[config.mk]
export PLATFORM = sky130hd
export DESIGN_NAME = calendar_date_advance
export DESIGN_NICKNAME = d
export VERILOG_FILES = /design/src/hdl/cda_pkg.sv /design/src/hdl/cda_alu.sv /design/src/hdl/cda_ctrl.sv /design/src/hdl/cda_dp.sv /design/src/hdl/calendar_date_advance.sv
export SDC_FILE = /design/constraint.sdc
export NUM_CORES = 1
export LEC_CHECK = 0
export BUFFER_PORTS_ARGS = -buffer_cell sky130_fd_sc_hd__buf_2
export CAP_MARGIN = 25
export CORE_ASPECT_RATIO = 0.9
export CORE_UTILIZATION = 27
export CTS_BUF_LIST = sky130_fd_sc_hd__clkbuf_4
export CTS_CLUSTER_SIZE = 10
export DETAILED_ROUTE_END_ITERATION = 8
export GPL_TIMING_DRIVEN = 0
export PLACE_DENSITY = 0.41
export SLEW_MARGIN = 20
export SYNTH_ARGS = -nofsm -noshare
export SYNTH_HDL_FRONTEND = slang
export SYNTH_SLANG_ARGS = --single-unit
[constraint.sdc]
create_clock -name clk -period 11.7 [get_ports clk]
set_input_delay 0.585 -clock clk [delete_from_list [all_inputs] [get_ports clk]]
set_output_delay 0.585 -clock clk [all_outputs]
set_load 0.02 [all_outputs]
[src/hdl/cda_pkg.sv]
// Shared types, constants and calendar functions for the date advance unit.
package cda_pkg;

	localparam int INC_BITS_DEF = 16;

	localparam logic [1:0] CMD_SET        = 2'd0;
	localparam logic [1:0] CMD_ADD_DAYS   = 2'd1;
	localparam logic [1:0] CMD_ADD_MONTHS = 2'd2;
	localparam logic [1:0] CMD_ADD_YEARS  = 2'd3;

	localparam logic [15:0] RESET_YEAR  = 16'd2012;
	localparam logic [3:0]  RESET_MONTH = 4'd7;
	localparam logic [4:0]  RESET_DAY   = 5'd12;

	localparam logic [3:0] MONTH_FIRST = 4'd1;
	localparam logic [3:0] MONTH_FEB   = 4'd2;
	localparam logic [3:0] MONTH_LAST  = 4'd12;
	localparam logic [4:0] DAY_FIRST   = 5'd1;

	localparam logic [4:0] FEB_DAYS_LEAP   = 5'd29;
	localparam logic [4:0] FEB_DAYS_COMMON = 5'd28;
	localparam logic [8:0] YEAR_DAYS_LEAP   = 9'd366;
	localparam logic [8:0] YEAR_DAYS_COMMON = 9'd365;

	localparam logic [4:0] MONTH_DAYS [12] = '{
		5'd31, 5'd28, 5'd31, 5'd30, 5'd31, 5'd30,
		5'd31, 5'd31, 5'd30, 5'd31, 5'd30, 5'd31
	};

	// inverse of 25 modulo 2^14 and the divisibility bound (2^14 - 1) / 25
	localparam logic [13:0] INV25_14   = 14'd7209;
	localparam logic [13:0] DIV25_BOUND = 14'd655;

	typedef enum logic [2:0] {
		ST_IDLE,
		ST_DAYS,
		ST_YEARS,
		ST_DIV,
		ST_MFIN,
		ST_WB
	} state_t;

	typedef enum logic [1:0] {
		ALU_DAY,
		ALU_YEAR,
		ALU_DIV
	} alu_sel_t;

	typedef struct packed {
		alu_sel_t alu_sel;
		logic     load;
		logic     day_step;
		logic     year_step;
		logic     div_step;
		logic     mon_fin;
		logic     wb;
	} ctl_t;

	typedef struct packed {
		logic borrow;
		logic div_last;
		logic out_busy;
	} sts_t;

	function automatic logic cda_is_leap(input logic [15:0] y);
		logic [13:0] p4;
		logic [13:0] p16;
		logic        d100;
		logic        d400;
		p4   = 14'(y[15:2] * INV25_14);
		p16  = 14'({2'b00, y[15:4]} * INV25_14);
		d100 = (y[1:0] == 2'b00) && (p4 <= DIV25_BOUND);
		d400 = (y[3:0] == 4'b0000) && (p16 <= DIV25_BOUND);
		return (y[1:0] == 2'b00) && (!d100 || d400);
	endfunction

	function automatic logic [4:0] cda_month_len(input logic [15:0] y, input logic [3:0] m);
		logic [4:0] len;
		if (m < MONTH_FIRST || m > MONTH_LAST) begin
			len = MONTH_DAYS[0];
		end else if (m == MONTH_FEB) begin
			len = cda_is_leap(y) ? FEB_DAYS_LEAP : FEB_DAYS_COMMON;
		end else begin
			len = MONTH_DAYS[m - MONTH_FIRST];
		end
		return len;
	endfunction

endpackage

[src/hdl/cda_alu.sv]
// Shared subtract and compare unit.
module cda_alu
	import cda_pkg::*;
#(
	parameter int W = INC_BITS_DEF + 1
) (
	input  logic [W-1:0] a,
	input  logic [W-1:0] b,
	output logic [W-1:0] diff,
	output logic         borrow
);

	logic [W:0] full;

	assign full   = {1'b0, a} - {1'b0, b};
	assign diff   = full[W-1:0];
	assign borrow = full[W];

endmodule

[src/hdl/cda_ctrl.sv]
// Sequencer for the date advance unit.
module cda_ctrl
	import cda_pkg::*;
(
	input  logic       clk,
	input  logic       arst_n,
	input  logic       in_valid,
	input  logic [1:0] command,
	input  sts_t       sts,
	output logic       in_stall,
	output ctl_t       ctl
);

	state_t state_q;
	state_t state_d;

	always_ff @(posedge clk or negedge arst_n) begin
		if (!arst_n) begin
			state_q <= ST_IDLE;
		end else begin
			state_q <= state_d;
		end
	end

	always_comb begin
		state_d = state_q;
		unique case (state_q)
			ST_IDLE: begin
				if (in_valid) begin
					unique case (command) inside
						CMD_SET, CMD_ADD_YEARS: state_d = ST_WB;
						CMD_ADD_DAYS:           state_d = ST_DAYS;
						CMD_ADD_MONTHS:         state_d = ST_DIV;
						default:                state_d = ST_WB;
					endcase
				end
			end
			ST_DAYS: begin
				state_d = sts.borrow ? ST_WB : ST_YEARS;
			end
			ST_YEARS: begin
				if (sts.borrow) begin
					state_d = ST_DAYS;
				end
			end
			ST_DIV: begin
				if (sts.div_last) begin
					state_d = ST_MFIN;
				end
			end
			ST_MFIN: begin
				state_d = ST_WB;
			end
			ST_WB: begin
				if (!sts.out_busy) begin
					state_d = ST_IDLE;
				end
			end
			default: state_d = ST_IDLE;
		endcase
	end

	always_comb begin
		ctl          = '0;
		ctl.alu_sel  = ALU_DAY;
		in_stall     = 1'b1;
		unique case (state_q)
			ST_IDLE: begin
				in_stall = 1'b0;
				ctl.load = in_valid;
			end
			ST_DAYS: begin
				ctl.day_step = 1'b1;
			end
			ST_YEARS: begin
				ctl.alu_sel   = ALU_YEAR;
				ctl.year_step = 1'b1;
			end
			ST_DIV: begin
				ctl.alu_sel  = ALU_DIV;
				ctl.div_step = 1'b1;
			end
			ST_MFIN: begin
				ctl.mon_fin = 1'b1;
			end
			ST_WB: begin
				ctl.wb = !sts.out_busy;
			end
			default: begin
				in_stall = 1'b1;
			end
		endcase
	end

endmodule

[src/hdl/cda_dp.sv]
// Date registers, work registers and result register of the date advance unit.
module cda_dp
	import cda_pkg::*;
#(
	parameter int INC_BITS = INC_BITS_DEF
) (
	input  logic                clk,
	input  logic                arst_n,
	input  ctl_t                ctl,
	input  logic [1:0]          command,
	input  logic [15:0]         set_year,
	input  logic [3:0]          set_month,
	input  logic [4:0]          set_day,
	input  logic [INC_BITS-1:0] increment,
	input  logic                out_stall,
	output sts_t                sts,
	output logic                out_valid,
	output logic [15:0]         out_year,
	output logic [3:0]          out_month,
	output logic [4:0]          out_day
);

	localparam int RW = INC_BITS + 1;
	localparam int CW = $clog2(RW);

	logic [15:0]   year_q;
	logic [3:0]    month_q;
	logic [4:0]    day_q;
	logic [RW-1:0] rem_q;
	logic [3:0]    part_q;
	logic [CW-1:0] cnt_q;
	logic          out_valid_q;
	logic [15:0]   out_year_q;
	logic [3:0]    out_month_q;
	logic [4:0]    out_day_q;

	logic [RW-1:0]        alu_a;
	logic [RW-1:0]        alu_b;
	logic [RW-1:0]        alu_diff;
	logic                 alu_borrow;
	logic [4:0]           len;
	logic [15:0]          span_year;
	logic [8:0]           span;
	logic [4:0]           part_shift;
	logic [INC_BITS+15:0] inc_x;
	logic [RW+15:0]       quo_x;
	logic [3:0]           set_month_c;
	logic [4:0]           set_day_c;

	assign len        = cda_month_len(year_q, month_q);
	assign span_year  = (month_q <= MONTH_FEB) ? year_q : year_q + 16'd1;
	assign span       = cda_is_leap(span_year) ? YEAR_DAYS_LEAP : YEAR_DAYS_COMMON;
	assign part_shift = {part_q, rem_q[RW-1]};
	assign inc_x      = {16'd0, increment};
	assign quo_x      = {16'd0, rem_q};

	always_comb begin
		if (set_month < MONTH_FIRST) begin
			set_month_c = MONTH_FIRST;
		end else if (set_month > MONTH_LAST) begin
			set_month_c = MONTH_LAST;
		end else begin
			set_month_c = set_month;
		end
		set_day_c = (set_day < DAY_FIRST) ? DAY_FIRST : set_day;
	end

	always_comb begin
		case (ctl.alu_sel)
			ALU_YEAR: begin
				alu_a = rem_q;
				alu_b = RW'(span);
			end
			ALU_DIV: begin
				alu_a = RW'(part_shift);
				alu_b = RW'(MONTH_LAST);
			end
			default: begin
				alu_a = rem_q + RW'(day_q);
				alu_b = RW'(len) + RW'(1);
			end
		endcase
	end

	cda_alu #(
		.W(RW)
	) u_alu (
		.a      (alu_a),
		.b      (alu_b),
		.diff   (alu_diff),
		.borrow (alu_borrow)
	);

	always_ff @(posedge clk or negedge arst_n) begin
		if (!arst_n) begin
			year_q  <= RESET_YEAR;
			month_q <= RESET_MONTH;
			day_q   <= RESET_DAY;
			rem_q   <= '0;
			part_q  <= '0;
			cnt_q   <= '0;
		end else begin
			if (ctl.load) begin
				case (command)
					CMD_SET: begin
						year_q  <= set_year;
						month_q <= set_month_c;
						day_q   <= set_day_c;
					end
					CMD_ADD_DAYS: begin
						rem_q <= RW'(increment);
					end
					CMD_ADD_MONTHS: begin
						rem_q  <= RW'(month_q - MONTH_FIRST) + RW'(increment);
						part_q <= '0;
						cnt_q  <= '0;
					end
					default: begin
						year_q <= year_q + inc_x[15:0];
					end
				endcase
			end
			if (ctl.day_step) begin
				if (alu_borrow) begin
					day_q <= alu_a[4:0];
				end else begin
					rem_q <= alu_diff;
					day_q <= DAY_FIRST;
					if (month_q == MONTH_LAST) begin
						month_q <= MONTH_FIRST;
						year_q  <= year_q + 16'd1;
					end else begin
						month_q <= month_q + 4'd1;
					end
				end
			end
			if (ctl.year_step && !alu_borrow) begin
				rem_q  <= alu_diff;
				year_q <= year_q + 16'd1;
			end
			if (ctl.div_step) begin
				part_q <= alu_borrow ? part_shift[3:0] : alu_diff[3:0];
				rem_q  <= {rem_q[RW-2:0], !alu_borrow};
				cnt_q  <= cnt_q + CW'(1);
			end
			if (ctl.mon_fin) begin
				year_q  <= year_q + quo_x[15:0];
				month_q <= part_q + MONTH_FIRST;
			end
		end
	end

	always_ff @(posedge clk or negedge arst_n) begin
		if (!arst_n) begin
			out_valid_q <= 1'b0;
		end else begin
			if (ctl.wb) begin
				out_valid_q <= 1'b1;
			end else if (!out_stall) begin
				out_valid_q <= 1'b0;
			end
		end
	end

	always_ff @(posedge clk) begin
		if (ctl.wb) begin
			out_year_q  <= year_q;
			out_month_q <= month_q;
			out_day_q   <= day_q;
		end
	end

	assign sts.borrow   = alu_borrow;
	assign sts.div_last = (cnt_q == CW'(RW - 1));
	assign sts.out_busy = out_valid_q && out_stall;

	assign out_valid = out_valid_q;
	assign out_year  = out_year_q;
	assign out_month = out_month_q;
	assign out_day   = out_day_q;

endmodule

[src/hdl/calendar_date_advance.sv]
// Top level of the calendar date advance unit.
//
//   channel   direction   handshake            payload
//   request   in          in_valid, in_stall   command, set_year, set_month, set_day, increment
//   result    out         out_valid, out_stall out_year, out_month, out_day
//
// Set and add years go from accept straight to writeback. Add months: a long division
// of the month offset by 12, one quotient bit per cycle through the shared subtractor,
// then month fix-up and writeback. Add days: month steps and whole-year skips, then writeback.
// Reset loads 2012-07-12 and clears the result valid. in_stall is high while a
// request is at work; a stalled result holds the unit before it returns to idle.
module calendar_date_advance
	import cda_pkg::*;
#(
	parameter int INC_BITS = INC_BITS_DEF
) (
	input  logic                clk,
	input  logic                arst_n,
	input  logic                in_valid,
	output logic                in_stall,
	input  logic [1:0]          command,
	input  logic [15:0]         set_year,
	input  logic [3:0]          set_month,
	input  logic [4:0]          set_day,
	input  logic [INC_BITS-1:0] increment,
	output logic                out_valid,
	input  logic                out_stall,
	output logic [15:0]         out_year,
	output logic [3:0]          out_month,
	output logic [4:0]          out_day
);

	ctl_t ctl;
	sts_t sts;

	cda_ctrl u_ctrl (
		.clk      (clk),
		.arst_n   (arst_n),
		.in_valid (in_valid),
		.command  (command),
		.sts      (sts),
		.in_stall (in_stall),
		.ctl      (ctl)
	);

	cda_dp #(
		.INC_BITS(INC_BITS)
	) u_dp (
		.clk       (clk),
		.arst_n    (arst_n),
		.ctl       (ctl),
		.command   (command),
		.set_year  (set_year),
		.set_month (set_month),
		.set_day   (set_day),
		.increment (increment),
		.out_stall (out_stall),
		.sts       (sts),
		.out_valid (out_valid),
		.out_year  (out_year),
		.out_month (out_month),
		.out_day   (out_day)
	);

endmodule
## Yosys cells after proc, flatten, opt, wreduce, memory -nomap -nowiden

Memory sizes are Yosys's and may differ from the RTL's.
Cells that the tools add are included.
Widths: inputs -> output; s select.

- Memory bits (read-only): 80
- Bits of input ports: 47
- Register bits: 80
- Logic and storage cells: 145
- Output and inout port bits: 27
- Memories kept: 1

- Equal/unequal tests: 17
- Magnitude comparators: 11
- Multipliers: 4
- Add/subtract/negate cells: 12
- Reductions and logical operators: 29
- Mux-type cells: 59
- Bitwise gates (word level): 1

Memory list:

| name | words | bits a word | rd ports | clocked after Yosys merged registers in | write ports | line | source |
|---|---|---|---|---|---|---|---|
| (no name shown) | 16 | 5 | 1 | 0 | 0 | cda_pkg.sv:84 | `len = MONTH_DAYS[m - MONTH_FIRST];` |

Operators with widths:

| cell | count |
|---|---|
| $mux 16 | 7 |
| $pmux 17 s2 | 3 |
| $mux 17 | 5 |
| $mux 5 | 12 |
| $le 14x10->1 const B | 4 |
| $mux 4 | 12 |
| $add 16x16->16 | 2 |
| $pmux 16 s2 | 1 |
| $mul 12x13->14 const B | 2 |
| $mul 14x13->14 const B | 2 |
| $pmux 3 s6 | 1 |
| $sub 17x17->18 | 1 |
| $add 17x16->17 | 1 |
| $add 17x5->17 | 1 |
| $add 16x1->16 const B | 1 |
| $mux 3 | 5 |
| $mux 1 | 10 |
| $add 4x1->4 const B | 2 |
| $gt 4x4->1 const B | 2 |
| $logic_and 1x1->1 | 8 |
| $logic_not 4->1 | 2 |
| $lt 4x1->1 const B | 2 |
| $reduce_bool 2->1 | 4 |
| $add 5x1->6 const B | 1 |
| 27 further kinds | 42 |

## Depth between registers and ports, before layout

- Depth after elaboration: 16
- Mapped depth: 34
- Gate-level depth less buffers: 34

## By module

Synthesis repeated with hierarchy kept, for this count alone.

- Cell total of the unflattened synthesis: 1502
- Area, all modules: 12841.1 um2

By module, submodules not included:

| module | cells an instance | area each (um2) | instances | sequential area each (um2) |
|---|---|---|---|---|
| cda_dp | 1349 | 11701.2 | 1 | 2068.2 |
| cda_alu | 118 | 848.3 | 1 | 0.0 |
| cda_ctrl | 35 | 291.5 | 1 | 75.1 |

## Least setup slack after synthesis

OpenSTA, ideal clock, no wires.

- Kind: register to register
- Start point: reg u_dp.month_q[0]
- End point: reg u_dp.rem_q[16]
- Setup slack: 3.874 ns
- Clock period less this slack: 7.826 ns
- Stages on the path, launching flop included: 31
- Arrival: 7.733 ns
- Setup time: 0.094 ns
- Data required time: 11.606 ns
- Path buffers: 0
- Cells stage by stage: dfstp_2 inv_1 ha_1 nand2b_1 nand2_1 nand2_1 xnor2_1 fa_1 ha_1 ha_1 inv_1 fa_1 fa_1 xor2_1 xnor2_1 xnor3_1 xnor3_1 xnor2_1 xnor2_1 a311oi_1 o41a_1 fa_1 a21o_1 a21o_1 a21o_1 a221o_1 a2111oi_4 nand2_1 nor3_2 xnor2_1 a211oi_1

- Cells in the longest elaborated chain, start to end: 15
- Elaborated cells on any way between the ends: 38
- Those cells by class: add/sub (5); mul (2); order compare (5); eq/ne (1); mux (13); bitwise (1); reduce/logical (10); memory (1)

RTL lines:

| what | line | source |
|---|---|---|
| from (decl) | cda_dp.sv:27 | `logic [3:0] month_q;` |
| from (signal assigned) | cda_dp.sv:107 | `month_q <= set_month_c;` |
| from (signal assigned) | cda_dp.sv:133 | `month_q <= month_q + 4'd1;` |
| from (signal assigned) | cda_dp.sv:148 | `month_q <= part_q + MONTH_FIRST;` |
| $le 4x2->1 | cda_dp.sv:51 | `assign span_year = (month_q <= MONTH_FEB) ? year_q : year_q + 16'd1;` |
| $mux 16 | cda_dp.sv:51 |  |
| $mul 14x13->14 | cda_pkg.sv:70 | `p4 = 14'(y[15:2] * INV25_14);` |
| $le 14x10->1 | cda_pkg.sv:72 | `d100 = (y[1:0] == 2'b00) && (p4 <= DIV25_BOUND);` |
| $logic_and 1x1->1 | cda_pkg.sv:72 |  |
| $logic_not 1->1 | cda_pkg.sv:74 | `return (y[1:0] == 2'b00) && (!d100 \|\| d400);` |
| $logic_or 1x1->1 | cda_pkg.sv:74 |  |
| $logic_and 1x1->1 | cda_pkg.sv:74 |  |
| $mux 2 | cda_dp.sv:52 | `assign span = cda_is_leap(span_year) ? YEAR_DAYS_LEAP : YEAR_DAYS_COMMON;` |
| $pmux 17 s2 | cda_dp.sv:69 | `case (ctl.alu_sel)` |
| $sub 17x17->18 | cda_alu.sv:15 | `assign full = {1'b0, a} - {1'b0, b};` |
| $mux 17 / $logic_not 1->1 (equally long branches) | cda_dp.sv:124, cda_dp.sv:137 |  |
| $mux 17 / $logic_and 1x1->1 (equally long branches) | cda_dp.sv:123, cda_dp.sv:137 |  |
| $mux 17 * | cda_dp.sv:137 | `if (ctl.year_step && !alu_borrow) begin` |
| $mux 17 * | cda_dp.sv:141 | `if (ctl.div_step) begin` |
| to (signal assigned) | cda_dp.sv:127 | `rem_q <= alu_diff;` |
| to (signal assigned) | cda_dp.sv:138 | `rem_q <= alu_diff;` |
| to (signal assigned) | cda_dp.sv:143 | `rem_q <= {rem_q[RW-2:0], !alu_borrow};` |
| to (decl) | cda_dp.sv:29 | `logic [RW-1:0] rem_q;` |

Every way passes the cells marked *; elsewhere a longest branch is shown, timed or not. The select of a mux whose other input is x is not followed.
A chain may end at the register's enable or synchronous reset.

## Worst setup path in the final report

- Start point: reg u_dp.month_q[0]
- End point: reg u_dp.year_q[14]

- Cells in the longest elaborated chain, start to end: 15
- Elaborated cells on any way between the ends: 36
- Those cells by class: add/sub (3); mul (2); order compare (5); eq/ne (2); mux (12); bitwise (1); reduce/logical (10); memory (1)

RTL lines:

| what | line | source |
|---|---|---|
| $le 4x2->1 | cda_dp.sv:51 |  |
| $mux 16 | cda_dp.sv:51 |  |
| $mul 14x13->14 | cda_pkg.sv:70 |  |
| $le 14x10->1 | cda_pkg.sv:72 |  |
| $logic_and 1x1->1 | cda_pkg.sv:72 |  |
| $logic_not 1->1 | cda_pkg.sv:74 |  |
| $logic_or 1x1->1 | cda_pkg.sv:74 |  |
| $logic_and 1x1->1 | cda_pkg.sv:74 |  |
| $mux 2 | cda_dp.sv:52 |  |
| $pmux 17 s2 | cda_dp.sv:69 |  |
| $sub 17x17->18 | cda_alu.sv:15 |  |
| $mux 16 / $logic_not 1->1 (equally long branches) | cda_dp.sv:124, cda_dp.sv:137 |  |
| $mux 16 / $logic_and 1x1->1 (equally long branches) | cda_dp.sv:123, cda_dp.sv:137 |  |
| $mux 16 * | cda_dp.sv:137 |  |
| $mux 16 * | cda_dp.sv:146 | `if (ctl.mon_fin) begin` |
| to (signal assigned) | cda_dp.sv:131 | `year_q <= year_q + 16'd1;` |
| to (signal assigned) | cda_dp.sv:139 | `year_q <= year_q + 16'd1;` |
| to (signal assigned) | cda_dp.sv:147 | `year_q <= year_q + quo_x[15:0];` |
| to (decl) | cda_dp.sv:26 | `logic [15:0] year_q;` |

Marks and branches as above.

==> run summary <==
status: finished clean
Layout Nets: 1,926
Setup-failing EPs final: 0
Post-Syn Area: 12,800 µm²
first-pass GRT wire length: 70,200 µm
final period utilization: 0.882
Yosys reg bits: 80
GR Overflow Total: 0
setup tns final: 0 ns
critical path's slowest cell: o311ai_0
share of cells above drive strength 1: 0.0968
Crit Path Max Fanout: 9
CTS tree: built
drt pass-1 iters: 5
most frequent cells in the layout: ha_1 (214), inv_1 (167), nor2_1 (105)
register area share after synthesis: 0.167
met2 Usage GRT: 0.274
Slew Limit Fails: 0
number of remaining DRC errors: 0
DRT Wirelength: 45,800 µm
syn nets: 1,838
slew of the pin with the lowest slew margin: 1.00 ns
initial antenna violation count: 2
start-to-end type of the worst setup path: flip-flop to flip-flop
Worst Hold Class: input port to flip-flop
CP peak stage delay: 0.72 ns
crit start category: flip-flop
worst path arrival time: 10.68 ns
most common cell after layout, fill and taps aside: ha_1
Post-Synth Simple-Gate Area: 0.156
# IOs: 74
sequential cell area: 2140 µm²
Synth Flop Type: dfrtp_1
fin crit period: 10.32 ns
clock latency at the later pin of the worst-skew pair: 0.52 ns
routed via count: 11,800
met3 Use GR: 0.0276
Post-DP HPWL: 37,500 µm
H-tree depth: 3
Avg Synthesized Cell Area: 8.39 µm²
GPL Wtd Cong: 0.858
Synth Instances: 1,529
EDFF count, synth: 25
P&R area growth vs syn: 10.6%
main combinational cell family by area after synthesis: adder cells
Yosys cell types: 94
Critical Path RT: 12.06 ns
footprint of the multi-input gates: 9780 µm²
IO Port Bufs: 73
CORE AREA: 46,700 µm²
Via-to-Cell Ratio: 5.26
clk buf depth: 2
Post-Synth XOR/XNOR Area: 0.0848
largest net degree at the start of global routing: 33
synth warn: 0
Cell Rows: 75
Final ANT Viol Nets: 0
RSZ-0062 raised after global routing: no
number of fill cells in the layout: 5,110
vias in the first global route: 11,500
mux contribution to synthesized area: 0.0209
MaxCap Viol Count: 0
overall global routing resource usage: 0.191
final hold viol count: 0
TritonCTS Sinks: 80
initial drt markers: 947
Synth Area in Adders: 0.284
clk slew on worst S/H paths: 0.15 ns
Die Span X: 232 µm
Initial Util: 0.275
TritonCTS buffer count: 9
clock root buffer: clkbuf_4
post-cts sizing count: 0
async set-or-reset flop fraction in the synthesized netlist: 0.688
GR Util met1: 0.297
routed length per instance: 20.4 µm
Die H: 209 µm
post-synthesis compound-gate area fraction: 0.216
Rel. slew slack: 0.325
Crit. End Element: flip-flop
GRT busiest layer: met1
die area: 48,400 µm²
clock skew: 0.0376 ns
Max Fclk: 96.9 MHz
==> flip-flops by register name, indices dropped and copies added, names as in the netlist <==
| signal | cells |
|---|---|
| u_dp.day_q | 5 |
| u_dp.out_day | 5 |
| u_dp.month_q | 4 |
| u_dp.part_q | 4 |
| u_dp.out_valid | 1 |
| u_dp.cnt_q | 5 |
| u_ctrl.state_q | 3 |
| u_dp.year_q | 16 |
| u_dp.out_month | 4 |
| u_dp.out_year | 16 |
| u_dp.rem_q | 17 |
==> final timing paths <==
check,from,endpoint,slack (ns),cells after the start
min in group asynchronous,arst_n,u_ctrl.state_q[1],0.50,2
min,out_stall,u_dp.out_valid,0.34,3
max reg2reg,u_dp.month_q[0],u_dp.year_q[14],1.38,29
max,u_dp.month_q[0],u_dp.year_q[14],1.38,29
max in group asynchronous,arst_n,u_dp.year_q[9],10.60,3
min reg2reg,u_dp.day_q[4],u_dp.out_day[4],0.53,0
==> cells in the mapped netlist (21+ instances only) <==
cell	number	area, µm²
nand2_1	102	383
nor3_1	29	145
a21oi_1	82	410
clkbuf_1	40	150
edfxtp_1	25	751
and3_1	21	131
dfrtp_1	42	1050
o21ai_0	85	425
or3_1	26	163
nand3_1	38	190
nor2_1	105	394
fa_1	48	961
ha_1	214	2680
xnor2_1	86	753
a221oi_1	21	184
inv_1	167	627
a31oi_1	31	194
xor2_1	33	289
==> cells by family after synthesis <==
kind of cell    after synthesis
simple gates                406
compound gates              405
fa+ha+maj                   262
buf+inv                     229
xor+xnor                    121
flops                        80
mux                          26
==> through the flow <==
step	setup WS (ns)	std cells	util	hold WS (ns)	cell area (µm²)
final	1.38	2240	0.304	0.340	14200
after global routing	0.672	2239	0.304	0.298	14200
after CTS	1.30	2237	0.303	0.298	14200
after detailed placement	1.36	2220	0.300	0.506	14000
after floorplan	3.87	1529	-	0.289	12800
after global placement	1.33	2218	0.299	0.504	14000
==> per-layer routing <==
layer | wire length [µm] | part of all wire
met5 | 0 | 0
met4 | 546 | 0.012
met3 | 2580 | 0.056
met2 | 18900 | 0.41
met1 | 23700 | 0.52
==> cell type report <==
cell class | count | share of cell area
diodes | 2 | 0.000353
plain buffers | 61 | 0.0201
clock buffers | 9 | 0.00476
clock inverters | 7 | 0.00555
inverters | 168 | 0.0444
multi-input cells | 1220 | 0.689
flip-flops and latches | 80 | 0.151
well taps | 616 | 0.0543
repair buffers | 77 | 0.0303
==> critical path: cells and delay by family, from the launching register on <==
kind | cells | cell delay, ns
xor gates and xnor gates | 7 | 1.91
buffers and inverters | 2 | 0.24
AOI/OAI and AO/OA | 8 | 2.79
and+or+nand+nor | 5 | 1.93
DFF | 1 | 0.66
adders and majority gates | 7 | 2.61
==> timing repair <==
item	in CTS	in global routing
setup buffers	0	0
hold buffers	1	0
hold endpoints to repair	21	0
Power is left out: the tool's default activity adds up to more than one toggle a clock period on the data nets, which glitch-free logic cannot reach.
